--- src/hw/rtl/lsds_pkg.sv ---
`default_nettype none
package lsds_pkg;

  localparam int CHANNELS = 5;
  localparam int QUEUE_DEPTH = 2;

  localparam logic [CHANNELS-1:0] CHAN_ALL = {CHANNELS{1'b1}};

  localparam logic [CHANNELS-1:0] PAT_RIGHT        = 5'b00010;
  localparam logic [CHANNELS-1:0] PAT_SLIGHT_RIGHT = 5'b11001;
  localparam logic [CHANNELS-1:0] PAT_LEFT         = 5'b10111;
  localparam logic [CHANNELS-1:0] PAT_SLIGHT_LEFT  = 5'b10011;
  localparam logic [CHANNELS-1:0] PAT_STRAIGHT     = 5'b11011;

  localparam logic [15:0] RST_LIGHT_THRESHOLD = 16'h0350;
  localparam logic [15:0] RST_TIMEOUT_COUNT   = 16'h0730;
  localparam logic [7:0]  RST_BASE_SPEED      = 8'd44;
  localparam logic [7:0]  RST_GENTLE_OFFSET   = 8'd2;
  localparam logic [7:0]  RST_SHARP_OFFSET    = 8'd10;

  typedef enum logic [1:0] {
    OP_START  = 2'd0,
    OP_TICK   = 2'd1,
    OP_SAMPLE = 2'd2
  } op_t;

  typedef enum logic [2:0] {
    ACT_BRAKE        = 3'd0,
    ACT_STRAIGHT     = 3'd1,
    ACT_SLIGHT_LEFT  = 3'd2,
    ACT_SLIGHT_RIGHT = 3'd3,
    ACT_LEFT         = 3'd4,
    ACT_RIGHT        = 3'd5
  } act_t;

  typedef enum logic [2:0] {
    REG_LIGHT_THRESHOLD = 3'd0,
    REG_TIMEOUT_COUNT   = 3'd1,
    REG_BASE_SPEED      = 3'd2,
    REG_GENTLE_OFFSET   = 3'd3,
    REG_SHARP_OFFSET    = 3'd4
  } reg_idx_t;

  typedef struct packed {
    logic [15:0] light_threshold;
    logic [15:0] timeout_count;
    logic [7:0]  base_speed;
    logic [7:0]  gentle_offset;
    logic [7:0]  sharp_offset;
  } cfg_t;

  typedef struct packed {
    logic [CHANNELS-1:0] pattern;
    logic                timed_out;
  } reading_t;

  typedef struct packed {
    logic empty;
    logic full;
  } q_status_t;

endpackage
`default_nettype wire

--- src/hw/rtl/line_sensor_decay_steering.sv ---
// Line sensor reader and steering controller.
// Input channel: in_valid, in_stall, in_opcode and in_pin_levels. A word is taken at
// each rising edge with in_valid high and in_stall low. Opcode start opens a
// measurement, tick advances the decay count, and pin sample marks changed channels.
// Output channel: out_valid, out_stall and the pattern, action, duty and timeout
// fields. One word leaves for each finished measurement.
// Configuration: cfg_valid, cfg_ready, cfg_index and cfg_data. cfg_ready is always
// high, so a write takes effect at any edge with cfg_valid high. Write only while idle.
// Throughput is one input word per cycle while in_stall is low. A word that
// finishes a measurement is written into the queue at the edge that accepts it,
// and out_valid rises when the steering stage pops it into the output register.
// When the receiver stalls, the output word holds and the queue between the front
// and the steering stage fills. in_stall rises once the queue is full, and falls
// once a word is popped after the receiver releases the output.
// Reset clears the measurement state and the queue, drops out_valid and loads the
// configuration registers with their default values.
`default_nettype none
module line_sensor_decay_steering #(
  parameter int QDEPTH = lsds_pkg::QUEUE_DEPTH
) (
  input  wire logic                          clk,
  input  wire logic                          rst_n,
  input  wire logic                          in_valid,
  output logic                               in_stall,
  input  wire logic [1:0]                    in_opcode,
  input  wire logic [lsds_pkg::CHANNELS-1:0] in_pin_levels,
  output logic                               out_valid,
  input  wire logic                          out_stall,
  output logic [lsds_pkg::CHANNELS-1:0]      out_line_pattern,
  output logic [2:0]                         out_steer_action,
  output logic [7:0]                         out_left_duty,
  output logic [7:0]                         out_right_duty,
  output logic                               out_timed_out,
  input  wire logic                          cfg_valid,
  output logic                               cfg_ready,
  input  wire logic [2:0]                    cfg_index,
  input  wire logic [15:0]                   cfg_data
);
  import lsds_pkg::*;

  cfg_t      cfg_r;
  q_status_t q_status;
  reading_t  push_data, pop_data;
  logic      push, pop;

  assign cfg_ready = 1'b1;

  always_ff @(posedge clk) begin
    if (!rst_n) begin
      cfg_r.light_threshold <= RST_LIGHT_THRESHOLD;
      cfg_r.timeout_count   <= RST_TIMEOUT_COUNT;
      cfg_r.base_speed      <= RST_BASE_SPEED;
      cfg_r.gentle_offset   <= RST_GENTLE_OFFSET;
      cfg_r.sharp_offset    <= RST_SHARP_OFFSET;
    end else if (cfg_valid && cfg_ready) begin
      case (reg_idx_t'(cfg_index))
        REG_LIGHT_THRESHOLD: cfg_r.light_threshold <= cfg_data;
        REG_TIMEOUT_COUNT:   cfg_r.timeout_count   <= cfg_data;
        REG_BASE_SPEED:      cfg_r.base_speed      <= cfg_data[7:0];
        REG_GENTLE_OFFSET:   cfg_r.gentle_offset   <= cfg_data[7:0];
        REG_SHARP_OFFSET:    cfg_r.sharp_offset    <= cfg_data[7:0];
        default: begin
        end
      endcase
    end
  end

  lsds_front u_front (
    .clk           (clk),
    .rst_n         (rst_n),
    .in_valid      (in_valid),
    .in_opcode     (in_opcode),
    .in_pin_levels (in_pin_levels),
    .cfg           (cfg_r),
    .q_status      (q_status),
    .in_stall      (in_stall),
    .push          (push),
    .push_data     (push_data)
  );

  lsds_queue #(
    .QDEPTH (QDEPTH)
  ) u_queue (
    .clk       (clk),
    .rst_n     (rst_n),
    .push      (push),
    .push_data (push_data),
    .pop       (pop),
    .pop_data  (pop_data),
    .status    (q_status)
  );

  lsds_back u_back (
    .clk              (clk),
    .rst_n            (rst_n),
    .cfg              (cfg_r),
    .q_status         (q_status),
    .q_data           (pop_data),
    .pop              (pop),
    .out_stall        (out_stall),
    .out_valid        (out_valid),
    .out_line_pattern (out_line_pattern),
    .out_steer_action (out_steer_action),
    .out_left_duty    (out_left_duty),
    .out_right_duty   (out_right_duty),
    .out_timed_out    (out_timed_out)
  );

endmodule
`default_nettype wire

--- src/hw/rtl/lsds_front.sv ---
`default_nettype none
module lsds_front (
  input  wire logic                      clk,
  input  wire logic                      rst_n,
  input  wire logic                      in_valid,
  input  wire logic [1:0]                in_opcode,
  input  wire logic [lsds_pkg::CHANNELS-1:0] in_pin_levels,
  input  wire lsds_pkg::cfg_t            cfg,
  input  wire lsds_pkg::q_status_t       q_status,
  output logic                           in_stall,
  output logic                           push,
  output lsds_pkg::reading_t             push_data
);
  import lsds_pkg::*;

  logic [CHANNELS-1:0] prev_pins_r, prev_pins_nxt;
  logic [CHANNELS-1:0] light_mask_r, light_mask_nxt;
  logic [CHANNELS-1:0] read_mask_r, read_mask_nxt;
  logic [15:0]         elapsed_r, elapsed_nxt;
  logic                busy_r, busy_nxt;
  logic                accept;
  logic [15:0]         elapsed_inc;
  logic [CHANNELS-1:0] changed;

  assign in_stall    = q_status.full;
  assign accept      = in_valid && !q_status.full;
  assign elapsed_inc = (elapsed_r == 16'hFFFF) ? elapsed_r : elapsed_r + 16'd1;
  assign changed     = in_pin_levels ^ prev_pins_r;

  always_comb begin
    prev_pins_nxt      = prev_pins_r;
    light_mask_nxt     = light_mask_r;
    read_mask_nxt      = read_mask_r;
    elapsed_nxt        = elapsed_r;
    busy_nxt           = busy_r;
    push               = 1'b0;
    push_data.pattern  = light_mask_r;
    push_data.timed_out = 1'b0;
    if (accept) begin
      case (op_t'(in_opcode))
        OP_START: begin
          prev_pins_nxt  = CHAN_ALL;
          light_mask_nxt = '0;
          read_mask_nxt  = '0;
          elapsed_nxt    = '0;
          busy_nxt       = 1'b1;
        end
        OP_TICK: begin
          if (busy_r) begin
            elapsed_nxt = elapsed_inc;
            if (elapsed_inc >= cfg.timeout_count) begin
              read_mask_nxt       = CHAN_ALL;
              busy_nxt            = 1'b0;
              push                = 1'b1;
              push_data.timed_out = 1'b1;
            end
          end
        end
        OP_SAMPLE: begin
          if (busy_r) begin
            prev_pins_nxt = in_pin_levels;
            if (elapsed_r < cfg.light_threshold) begin
              light_mask_nxt = light_mask_r | changed;
            end
            read_mask_nxt = read_mask_r | changed;
            if (read_mask_nxt == CHAN_ALL) begin
              busy_nxt          = 1'b0;
              push              = 1'b1;
              push_data.pattern = light_mask_nxt;
            end
          end
        end
        default: begin
        end
      endcase
    end
  end

  always_ff @(posedge clk) begin
    if (!rst_n) begin
      prev_pins_r  <= CHAN_ALL;
      light_mask_r <= '0;
      read_mask_r  <= '0;
      elapsed_r    <= '0;
      busy_r       <= 1'b0;
    end else begin
      prev_pins_r  <= prev_pins_nxt;
      light_mask_r <= light_mask_nxt;
      read_mask_r  <= read_mask_nxt;
      elapsed_r    <= elapsed_nxt;
      busy_r       <= busy_nxt;
    end
  end

endmodule
`default_nettype wire

--- src/hw/rtl/lsds_queue.sv ---
`default_nettype none
module lsds_queue #(
  parameter int QDEPTH = lsds_pkg::QUEUE_DEPTH
) (
  input  wire logic                clk,
  input  wire logic                rst_n,
  input  wire logic                push,
  input  wire lsds_pkg::reading_t  push_data,
  input  wire logic                pop,
  output lsds_pkg::reading_t       pop_data,
  output lsds_pkg::q_status_t      status
);
  import lsds_pkg::*;

  localparam int PW = (QDEPTH > 1) ? $clog2(QDEPTH) : 1;
  localparam int CW = $clog2(QDEPTH + 1);

  reading_t       mem_r [QDEPTH];
  logic [PW-1:0]  wr_ptr_r, wr_ptr_nxt;
  logic [PW-1:0]  rd_ptr_r, rd_ptr_nxt;
  logic [CW-1:0]  count_r, count_nxt;
  logic           do_push, do_pop;

  assign status.empty = (count_r == '0);
  assign status.full  = (count_r == CW'(QDEPTH));
  assign do_push      = push && !status.full;
  assign do_pop       = pop && !status.empty;
  assign pop_data     = mem_r[rd_ptr_r];

  always_comb begin
    wr_ptr_nxt = wr_ptr_r;
    rd_ptr_nxt = rd_ptr_r;
    count_nxt  = count_r;
    if (do_push) begin
      wr_ptr_nxt = (wr_ptr_r == PW'(QDEPTH - 1)) ? '0 : wr_ptr_r + PW'(1);
    end
    if (do_pop) begin
      rd_ptr_nxt = (rd_ptr_r == PW'(QDEPTH - 1)) ? '0 : rd_ptr_r + PW'(1);
    end
    if (do_push && !do_pop) begin
      count_nxt = count_r + CW'(1);
    end else if (do_pop && !do_push) begin
      count_nxt = count_r - CW'(1);
    end
  end

  always_ff @(posedge clk) begin
    if (do_push) begin
      mem_r[wr_ptr_r] <= push_data;
    end
  end

  always_ff @(posedge clk) begin
    if (!rst_n) begin
      wr_ptr_r <= '0;
      rd_ptr_r <= '0;
      count_r  <= '0;
    end else begin
      wr_ptr_r <= wr_ptr_nxt;
      rd_ptr_r <= rd_ptr_nxt;
      count_r  <= count_nxt;
    end
  end

endmodule
`default_nettype wire

--- src/hw/rtl/lsds_back.sv ---
`default_nettype none
module lsds_back (
  input  wire logic                          clk,
  input  wire logic                          rst_n,
  input  wire lsds_pkg::cfg_t                cfg,
  input  wire lsds_pkg::q_status_t           q_status,
  input  wire lsds_pkg::reading_t            q_data,
  output logic                               pop,
  input  wire logic                          out_stall,
  output logic                               out_valid,
  output logic [lsds_pkg::CHANNELS-1:0]      out_line_pattern,
  output logic [2:0]                         out_steer_action,
  output logic [7:0]                         out_left_duty,
  output logic [7:0]                         out_right_duty,
  output logic                               out_timed_out
);
  import lsds_pkg::*;

  logic                valid_r;
  logic [CHANNELS-1:0] pattern_r;
  act_t                action_r, action_nxt;
  logic [7:0]          left_r, left_nxt;
  logic [7:0]          right_r, right_nxt;
  logic                timed_out_r;
  logic [8:0]          sum_gentle, sum_sharp;
  logic [7:0]          add_gentle, add_sharp, sub_gentle, sub_sharp;

  assign pop = !q_status.empty && (!valid_r || !out_stall);

  assign sum_gentle = {1'b0, cfg.base_speed} + {1'b0, cfg.gentle_offset};
  assign sum_sharp  = {1'b0, cfg.base_speed} + {1'b0, cfg.sharp_offset};
  assign add_gentle = sum_gentle[8] ? 8'hFF : sum_gentle[7:0];
  assign add_sharp  = sum_sharp[8] ? 8'hFF : sum_sharp[7:0];
  assign sub_gentle = (cfg.base_speed > cfg.gentle_offset) ?
                      cfg.base_speed - cfg.gentle_offset : 8'd0;
  assign sub_sharp  = (cfg.base_speed > cfg.sharp_offset) ?
                      cfg.base_speed - cfg.sharp_offset : 8'd0;

  always_comb begin
    action_nxt = ACT_BRAKE;
    left_nxt   = 8'd0;
    right_nxt  = 8'd0;
    case (q_data.pattern)
      PAT_RIGHT: begin
        action_nxt = ACT_RIGHT;
        left_nxt   = sub_sharp;
        right_nxt  = add_sharp;
      end
      PAT_SLIGHT_RIGHT: begin
        action_nxt = ACT_SLIGHT_RIGHT;
        left_nxt   = sub_gentle;
        right_nxt  = add_gentle;
      end
      PAT_LEFT: begin
        action_nxt = ACT_LEFT;
        left_nxt   = add_sharp;
        right_nxt  = sub_sharp;
      end
      PAT_SLIGHT_LEFT: begin
        action_nxt = ACT_SLIGHT_LEFT;
        left_nxt   = add_gentle;
        right_nxt  = sub_gentle;
      end
      PAT_STRAIGHT: begin
        action_nxt = ACT_STRAIGHT;
        left_nxt   = cfg.base_speed;
        right_nxt  = cfg.base_speed;
      end
      default: begin
      end
    endcase
  end

  always_ff @(posedge clk) begin
    if (!rst_n) begin
      valid_r <= 1'b0;
    end else if (pop) begin
      valid_r <= 1'b1;
    end else if (!out_stall) begin
      valid_r <= 1'b0;
    end
  end

  always_ff @(posedge clk) begin
    if (pop) begin
      pattern_r   <= q_data.pattern;
      action_r    <= action_nxt;
      left_r      <= left_nxt;
      right_r     <= right_nxt;
      timed_out_r <= q_data.timed_out;
    end
  end

  assign out_valid        = valid_r;
  assign out_line_pattern = pattern_r;
  assign out_steer_action = action_r;
  assign out_left_duty    = left_r;
  assign out_right_duty   = right_r;
  assign out_timed_out    = timed_out_r;

endmodule
`default_nettype wire

--- config.mk ---
export PLATFORM = sky130hd
export DESIGN_NAME = line_sensor_decay_steering
export DESIGN_NICKNAME = d
export VERILOG_FILES = /design/src/hw/rtl/lsds_pkg.sv /design/src/hw/rtl/line_sensor_decay_steering.sv /design/src/hw/rtl/lsds_front.sv /design/src/hw/rtl/lsds_queue.sv /design/src/hw/rtl/lsds_back.sv
export SDC_FILE = /design/constraint.sdc
export NUM_CORES = 1
export LEC_CHECK = 0
export ABC_AREA = 1
export BUFFER_PORTS_ARGS = -buffer_cell sky130_fd_sc_hd__buf_2
export CORE_AREA = 2 2 131 133
export CTS_BUF_LIST = sky130_fd_sc_hd__clkbuf_8
export DETAILED_ROUTE_END_ITERATION = 7
export DIE_AREA = 0 0 133 135
export GPL_TIMING_DRIVEN = 0
export PLACE_DENSITY_LB_ADDON = 0.1
export SLEW_MARGIN = 10
export SYNTH_ARGS = -nofsm -noshare
export SYNTH_HDL_FRONTEND = slang
export SYNTH_SLANG_ARGS = --single-unit
--- constraint.sdc ---
create_clock -name clk -period 3.8 [get_ports clk]
set_input_delay 0.57 -clock clk [delete_from_list [all_inputs] [get_ports clk]]
set_output_delay 0.57 -clock clk [all_outputs]
set_load 0.005 [all_outputs]
==> results of run 1 <==
[layout make-up]
class / count / area, sq um / area share, %
Buffer: 34 / 163 / 1.77
Clock buffer: 17 / 234 / 2.54
Clock inverter: 15 / 215 / 2.34
Inverter: 164 / 617 / 6.70
Multi-Input combinational cell: 774 / 4400 / 47.8
Sequential cell: 131 / 3000 / 32.6
Tap cell: 220 / 275 / 2.99
Timing Repair Buffer: 59 / 300 / 3.26
[state kept, by name, summed over array words and instances, names as in the netlist, 2 cells and up, named ones only]
register	cells
cfg_r	56
u_back.out_left_duty	8
u_back.out_line_pattern	5
u_back.out_right_duty	8
u_back.out_steer_action	3
u_front.elapsed_r	16
u_front.light_mask_r	5
u_front.prev_pins_r	5
u_front.read_mask_r	5
u_queue.count_r	2
u_queue.mem_r	12
[placed cells by master (no fill, tap or decap), drive strengths merged, types with 37 or more instances in the layout]
cell type | Yosys | routed
buf | 14 | 73
o21ai | 85 | 85
dfxtp | 94 | 94
a21oi | 115 | 115
inv | 162 | 163
nor2 | 83 | 83
ha | 69 | 69
nand2 | 242 | 242
clkbuf | 21 | 37
edfxtp | 37 | 37
nand3 | 65 | 65
[what timing repair did]
action	4_1_cts	5_1_grt
setup buffers	0	2
endpoints found under the setup margin	0	1
resized for setup	0	16
[metrics by stage]
stage                     hold WS, ps  setup WS [ps]  setup TNS (ps)  util, %
after CTS                         354            123               0     55.7
final                             389            269               0     56.1
after detailed placement          444            137               0     53.0
after global placement            436            154               0     53.0
after floorplan                   426            724               0        -
after global routing              365          -40.4           -40.4     56.1
[cell families after synthesis]
family | Yosys count | synth area share [%]
simple gates | 440 | 23.5
xor+xnor | 30 | 3.32
mux | 1 | 0.138
other cells | 1 | 0.0461
flops | 131 | 36.8
compound gates | 229 | 15.0
buf+inv | 199 | 9.63
fa+ha+maj | 73 | 11.6
[power groups by stage]
| stage | registers [W] | clock network [W] | logic (W) |
|---|---|---|---|
| 6_report | 0.00175 | 0.00133 | 0.000875 |
| 5_1_grt | 0.00177 | 0.00142 | 0.00100 |
| 4_1_cts | 0.00175 | 0.00136 | 0.000880 |
| 3_5_place_dp | 0.00178 | 0 | 0.000877 |
| 3_3_place_gp | 0.00178 | 0 | 0.000874 |
| 2_1_floorplan | 0.00180 | 0 | 0.000551 |
[per-layer routing]
layer	GRT usage [%]	part of all wire, %
met1	30.2	48
met2	38.7	47
met3	4.13	3.3
met4	8.48	2.1
met5	0	0
[final timing paths]
check	slack [ps]	endpoint	start
max	270	u_queue.count_r[1]$_SDFFE_PN0P_	u_front.elapsed_r[0]$_SDFFE_PN0P_
min	390	cfg_r[49]$_SDFFE_PN1P_	cfg_data[9]
max reg2reg	270	u_queue.count_r[1]$_SDFFE_PN0P_	u_front.elapsed_r[0]$_SDFFE_PN0P_
min reg2reg	460	u_front.light_mask_r[3]$_SDFFE_PN0P_	u_front.light_mask_r[3]$_SDFFE_PN0P_
[worst max-delay path, stage by stage (launching register included)]
cell	delay [ps]
dfxtp_4	390
ha_2	190
nand2_1	90
nor3_2	250
nand2_2	110
clkinv_2	100
nand3_4	150
nand2_4	110
xor2_2	180
ha_1	270
nand2_1	60
inv_1	30
o21bai_1	120
a21oi_1	100
nor2_2	160
nand2_1	80
nand2_2	100
nand2_2	70
nand2_1	80
inv_1	50
ha_1	290
a21oi_1	110
o21ai_0	120
o21ai_1	150
a21oi_1	50
==> summary by stage, run 1 <==
GRT
Global routing used between 20 and 25% of the available tracks. The total grt overflow is 0. The initial antenna violation count is 0. Entering global routing, the biggest net connects 29 pins. The number of global-route vias before repair came to approximately 6600. The wire length of the first global-routing pass is 32.8 mm.

Setup path
At the worst endpoint, the arrival time is 3860 ps. The type of the setup path with the least slack is flip-flop to flip-flop. STA classifies the critical path endpoint as a flip-flop. The element type at the critical path start is a flip-flop. STA puts the critical path data required time at 4130 ps. The worst register-to-register path has a depth of 24. Along the worst path, the maximum fanout reaches 7.

Routing
The starting DRC count in detailed routing is 370. The routed layout has 7128 vias. The post-detailed-route DRC marker count is 0.

After detailed routing, the total wire length is 19.6 mm. Once detail routing completed, the nets flagged for antenna violations numbered 0. The routed wire length per instance is about 14 um. The number of detailed-routing iterations run before antenna repair is 5. In the routed layout, each cell is associated on average with a via count of 5.04.

Cells and area
The final cell area excluding filler cells is 0.00920 sq mm. The count of antenna diodes in the layout is 0. The share of cells above drive strength 1 is about an eighth. The total of fill cells in the finished design is 1597. After the last flow step, the layout net total stands at ~1300. Relative to the synthesized area, the layout overhead comes to 13.2%. The final cell count without fillers is 1414.

CTS
TritonCTS built the clock tree. The number of buffers inserted for hold repair after clock tree synthesis is 0. Clock-pin slew was measured on the worst setup and hold paths at 80 ps.

The total number of clock tree sinks is 131. For the worst-skew pair, the clock arrives at the later sink with an insertion delay of 440 ps. The root cell of the clock tree is clkbuf_8.

In this run the deepest clock path goes through 2 buffers. The H-tree depth reported by CTS is 4. The number of buffers created by CTS is 17.

Synth
The part of the Yosys area used for sequential elements is 36.8%. Yosys attributes the largest share of cell area to dfxtp_1, edfxtp_1, nand2_1. The mapped netlist covers approximately 0.0081 sq mm. The dominant synthesized flop cell is dfxtp_1. The post-synthesis net count is 1208. Of the post-synthesis cell area, the dominant cell type holds 23.1%. The commonest cells after synthesis are nand2_1, inv_1, a21oi_1. The most repeated cell in the gate-level netlist after synthesis is nand2_1.

The count of mapped cells out of synthesis is 1104. Yosys printed 0 warnings. The largest total area in the synthesized netlist belongs to dfxtp_1. The mean instance size in the synthesized netlist is 7.37 sq um. After synthesis, the netlist uses 50 different library cells. Counting flops with a built-in enable in the synthesized netlist gives 37. The fraction of registers with async set or reset after synthesis is 0%. In this run, synthesis produced a sequential element count of 131.

Hold path
The worst min-delay path category is input pin to flip-flop. The worst hold path passes through 3 cells.

Pwr
The leakage dissipation is between 4 and 5 nW. Of the total power, the share spent switching nets is 30.0%. The maximum ir drop on the vdd rail is 0.218 mV. The cell area power density is 430 mW/mm^2.

The portion of total power attributed to sequential cells is 44.2%. The clock power share is 33.7%. The logic gate share of total power is 22.1%. Internal power comes to 0.00277 W. The switching power is 0.00119 W. The overall power after layout is around 0.0040 W.

Floorplan
59 I/O pins were placed. For this configuration, the core starts out at a cell density of 49.6%. Measured along the y axis, the die boundary spans 135 um. The core region is 0.0164 sq mm. The die area is about 0.018 sq mm.

The floorplan has 47 rows. The horizontal die dimension is 133 um.

Placed design
Routability-driven placement finished with a final weighted congestion of roughly 0.9. The wire-length estimate of the detail-placed layout is 15.3 mm. The number of buffer cells added on primary ports is 57.

Summing all placed instances gives a cell area of between 0.008 and 0.009 sq mm. The cell total after placement is 1381.

STA
The total setup violations reported at the end of the flow is 0. Measured against its own limit, the worst slew margin works out to roughly 35%. Derived from the worst setup path, the maximum achievable clock frequency is about 280 MHz. For the pin with the worst max-slew slack, the measured transition is 968 ps. The final number of max-transition violations is 0.

After layout, the worst path uses 92.9% of the clock period. The worst path in the final design needs a cycle of 3530 ps, including I/O delays and setup. The number of hold violations in the final report came to 0. The final clock skew is 9.38 ps.

Status
The run finished with clean final reports.

Flow run
Max-cap violations in this run came to 0.
Power figures use the tool's default switching activity.
==> inputs of run 2 (changes only) <==
--- a/config.mk
+++ b/config.mk
@@ -7,10 +7,10 @@
 export LEC_CHECK = 0
 export ABC_AREA = 1
 export BUFFER_PORTS_ARGS = -buffer_cell sky130_fd_sc_hd__buf_2
-export CORE_AREA = 2 2 131 133
+export CORE_AREA = 2 2 126 128
 export CTS_BUF_LIST = sky130_fd_sc_hd__clkbuf_8
 export DETAILED_ROUTE_END_ITERATION = 7
-export DIE_AREA = 0 0 133 135
+export DIE_AREA = 0 0 128 130
 export GPL_TIMING_DRIVEN = 0
 export PLACE_DENSITY_LB_ADDON = 0.1
 export SLEW_MARGIN = 10
==> run 2 against run 1 <==
Effect of this change: clock power fell by 22%; combinational power is essentially flat; sequential power hardly changed; first-iteration DRC count up 6.5%; global-route usage is 1.3 points higher; sequential share of layout area increased by 0.59 points; routed wire length increased by 0.21%; cell area decreased by 1.7%; clock skew increased by 1.5 ps; sequential cell count unchanged; critical path depth is the same; critical endpoint unchanged; largest cell class unchanged; largest power group unchanged.
==> summary by stage, run 2 (synthesis results as in run 1) <==
Status
The flow ran to the end, and the final reports show no timing, DRC or antenna violations.

STA
The share of the clock period used by the worst path after layout is 92.6%. The relative slew slack is about a third. After layout, the minimum clock period comes to between 3000 and 4000 ps.

In the final timing run, aggregate negative setup slack is 0 ps. The total setup violations reported at the end of the flow is 0. The final clock skew is approximately 11 ps. The number of hold violations in the final report was 0.

The final number of max-transition violations is 0. The timing-limited maximum frequency is 284 MHz. The transition time at the pin with the least slew margin is 1000 ps.

Cells and area
The count of antenna diodes in the layout is 0. The library cells used most frequently in the layout, excluding fill and tap cells, are nand2_1, inv_1, a21oi_1. The finished layout holds between 1000 and 1500 standard cells, fillers aside.

The post-synthesis to final-layout area growth is 11.2%. The flip-flop count of the largest register after layout is 56. The register with the most flip-flops in the final layout is cfg_r.

The library cell used most frequently in the layout, excluding fill and tap cells, is nand2_1. The final cell area excluding filler cells is about 0.0090 sq mm. The net total in the final layout is 1286. The share of cells above drive strength 1 is 10.8%.

The total of fill cells in the finished design is around 1500. In the final layout, the registers with the most flip-flops are cfg_r x56, u_front.elapsed_r x16, u_queue.mem_r x12.

Floorplan
The floorplan step set the die width to between 100 and 150 um. Pin placement for this block handled between 50 and 60 I/O pins. For this configuration, the core starts out at a cell density of between 50% and 60%. The core region is 0.0154 sq mm. From bottom edge to top edge, the die measures between 100 and 150 um. The die area is 0.0166 sq mm.

The floorplan has 46 rows.

Setup path
For this run, the slowest stage of the critical path takes ~380 ps. In this run the critical register-to-register path is captured at u_queue.count_r[1]$_SDFFE_PN0P_. The largest driver fanout on the critical path is 7. The most critical setup path has its startpoint at u_front.elapsed_r[0]$_SDFFE_PN0P_. The worst setup path is launched from a flip-flop.

The startpoint of the worst-slack reg-to-reg timing path is u_front.elapsed_r[0]$_SDFFE_PN0P_. The path depth of the worst reg2reg path is 24. Walking the worst path, the cells encountered are ha_2 -> nand2_2 -> nor3_4 -> nand2_2 -> clkinv_2 -> nand3_4 -> nand2_2 -> xor2_2 -> ha_1 -> nand2_1 -> inv_1 -> o21bai_1 -> a21oi_1 -> nor2_1 -> nand2_1 -> nand2_2 -> nand2_1 -> nand2_1 -> inv_1 -> ha_1 -> a21oi_1 -> o21ai_1 -> o21ai_1 -> a21oi_1. The slowest stage of the critical path is the dfxtp_4 cell. The worst setup path is of the flip-flop to flip-flop kind. The kind of cell with the highest combined delay on the critical path is simple AND/OR/NAND/NOR gates. STA puts the critical path data arrival time at 3860 ps. The count of buffering cells on the critical path with inverters included is 3.

The critical path endpoint category is a flip-flop. Data on the critical path is required at its endpoint by 4140 ps. The setup slack of the worst register-to-register path is around 280 ps.

Routing
The via-per-instance ratio is 5.19. The met2 wire length is approximately 9.1 mm. The highest layer touched by signal routing is met4.

The post-detailed-route DRC marker count is 0. Dividing the detail-routed wire length by the instance count gives 14.2 um. The final route contains 7200 vias. The routed design has approximately 20 mm of wire. In this run, the number of DRC markers left after iteration 0 of detailed routing was approximately 390. The routed design uses 763 um of met3 wire. The number of detailed-routing iterations run before antenna repair is 5.

The detail route stage leaves a number of antenna-violating nets equal to 0. In the final routing, the length of wire on met1 measures 8.98 mm.

Placed design
The cell total after placement is 1353. Routability-driven placement finished with a final weighted congestion of 0.892. After detailed placement, the total cell area comes to 0.00866 sq mm. Once detailed placement completed, the half-perimeter wirelength came to 15.2 mm. Buffers placed on the I/O ports in this run total 57.

CTS
The root cell of the clock tree is clkbuf_8. The clock tree synthesis step divided the H-tree into 4 levels. The total number of clock tree sinks is 131. For the worst-skew pair, the clock arrives at the later sink with an insertion delay of ~450 ps.

Clock-pin slew was measured on the worst setup and hold paths at 70 ps. The longest clock path from root to sink contains 2 buffers. TritonCTS built the clock tree. The number of buffers created by CTS is 17.

Pwr
The maximum ir drop on the vdd rail is 0.224 mV. The analysis attributes to cell leakage a power of between 4 and 5 nW. Power spread over the standard cell area amounts to around 400 mW/mm^2.

Flow run
Max-cap violations in this run came to 0.

Hold path
The hold-critical path depth is 3. The critical hold path startpoint is cfg_data[10]. The worst min-delay path category is input pin to flip-flop.

The worst-case hold path end point is cfg_r[34]$_SDFFE_PN1P_.

GRT
For this run, the total global-route usage over all layers was measured as 24.5%. For this run the aggregate overflow at the end of global routing stands at 0. Entering global routing, the biggest net connects 29 pins. The number of global-route vias before repair is 6688. The initial antenna violation count is 0. The first global-routing pass estimated 31.8 mm of wire.
==> run 2: cell types whose count changed in the layout (fill, tap and decap cells not counted), moves of 2 or more <==
cell,delta
bufinv_16,-4
clkinv_1,+4
clkinv_4,-2
dfxtp_2,-2
o21ai_1,+2
==> run 2: final cells by class <==
| cell class | count | area [sq um] | share of cell area [%] |
|---|---|---|---|
| Clock inverter | 15 | 101 | 1.12 |
| Timing Repair Buffer | 59 | 300 | 3.32 |
| Buffer | 35 | 166 | 1.84 |
| Clock buffer | 17 | 234 | 2.59 |
| Tap cell | 192 | 240 | 2.66 |
| Multi-Input combinational cell | 774 | 4380 | 48.5 |
| Inverter | 164 | 617 | 6.82 |
| Sequential cell | 131 | 3000 | 33.2 |
==> run 2: repair_timing <==
action / CTS / global route
setup buffers: 0 / 2
endpoints found under the setup margin: 0 / 2
gates resized for setup: 0 / 13
hold buffers: 0 / 0
==> run 2: worst max path at each step <==
| stage | to | slack [ps] | cells past startpoint |
|---|---|---|---|
| final | u_queue.count_r[1]$_SDFFE_PN0P_ | 280 | 24 |
| after global routing | u_queue.count_r[1]$_SDFFE_PN0P_ | -10 | 24 |
| after CTS | u_queue.count_r[1]$_SDFFE_PN0P_ | 130 | 24 |
| after detailed placement | u_queue.count_r[1]$_SDFFE_PN0P_ | 150 | 24 |
| after global placement | u_queue.count_r[1]$_SDFFE_PN0P_ | 200 | 24 |
| after floorplan | u_queue.count_r[1]$_SDFFE_PN0P_ | 720 | 21 |
==> run 2: where the power goes <==
group	switching (W)	internal [W]
combinational	0.000570	0.000305
sequential	0.0000613	0.00169
clock	0.000550	0.000494
==> run 2: per-layer routing <==
| layer | vias up | track usage (%) |
|---|---|---|
| met4 | 0 | 12.7 |
| met5 | - | 0 |
| met3 | 43 | 4.72 |
| li1 | 3780 | - |
| met1 | 3202 | 30.2 |
| met2 | 175 | 41.1 |
==> run 2: metrics by stage <==
stage | utilization, % | hold slack [ps] | power, W | worst slack (ps)
finish | 58.6 | 372 | 0.00367 | 282
global route | 58.6 | 362 | 0.00388 | -10.7
CTS | 58.3 | 342 | 0.00370 | 129
detailed placement | 56.1 | 448 | 0.00266 | 151
global placement | 56.1 | 435 | 0.00265 | 198
floorplan | - | 426 | 0.00235 | 724
==> run 2: worst register-to-register path: stages, from the launching register on <==
cell and delay [ps]:
dfxtp_4 380, ha_2 210, nand2_2 80, nor3_4 230, nand2_2 90, clkinv_2 100, nand3_4 130, nand2_2 110
xor2_2 190, ha_1 280, nand2_1 70, inv_1 40, o21bai_1 130, a21oi_1 100, nor2_1 190, nand2_1 90
nand2_2 90, nand2_1 100, nand2_1 100, inv_1 50, ha_1 290, a21oi_1 120, o21ai_1 90, o21ai_1 120
a21oi_1 50
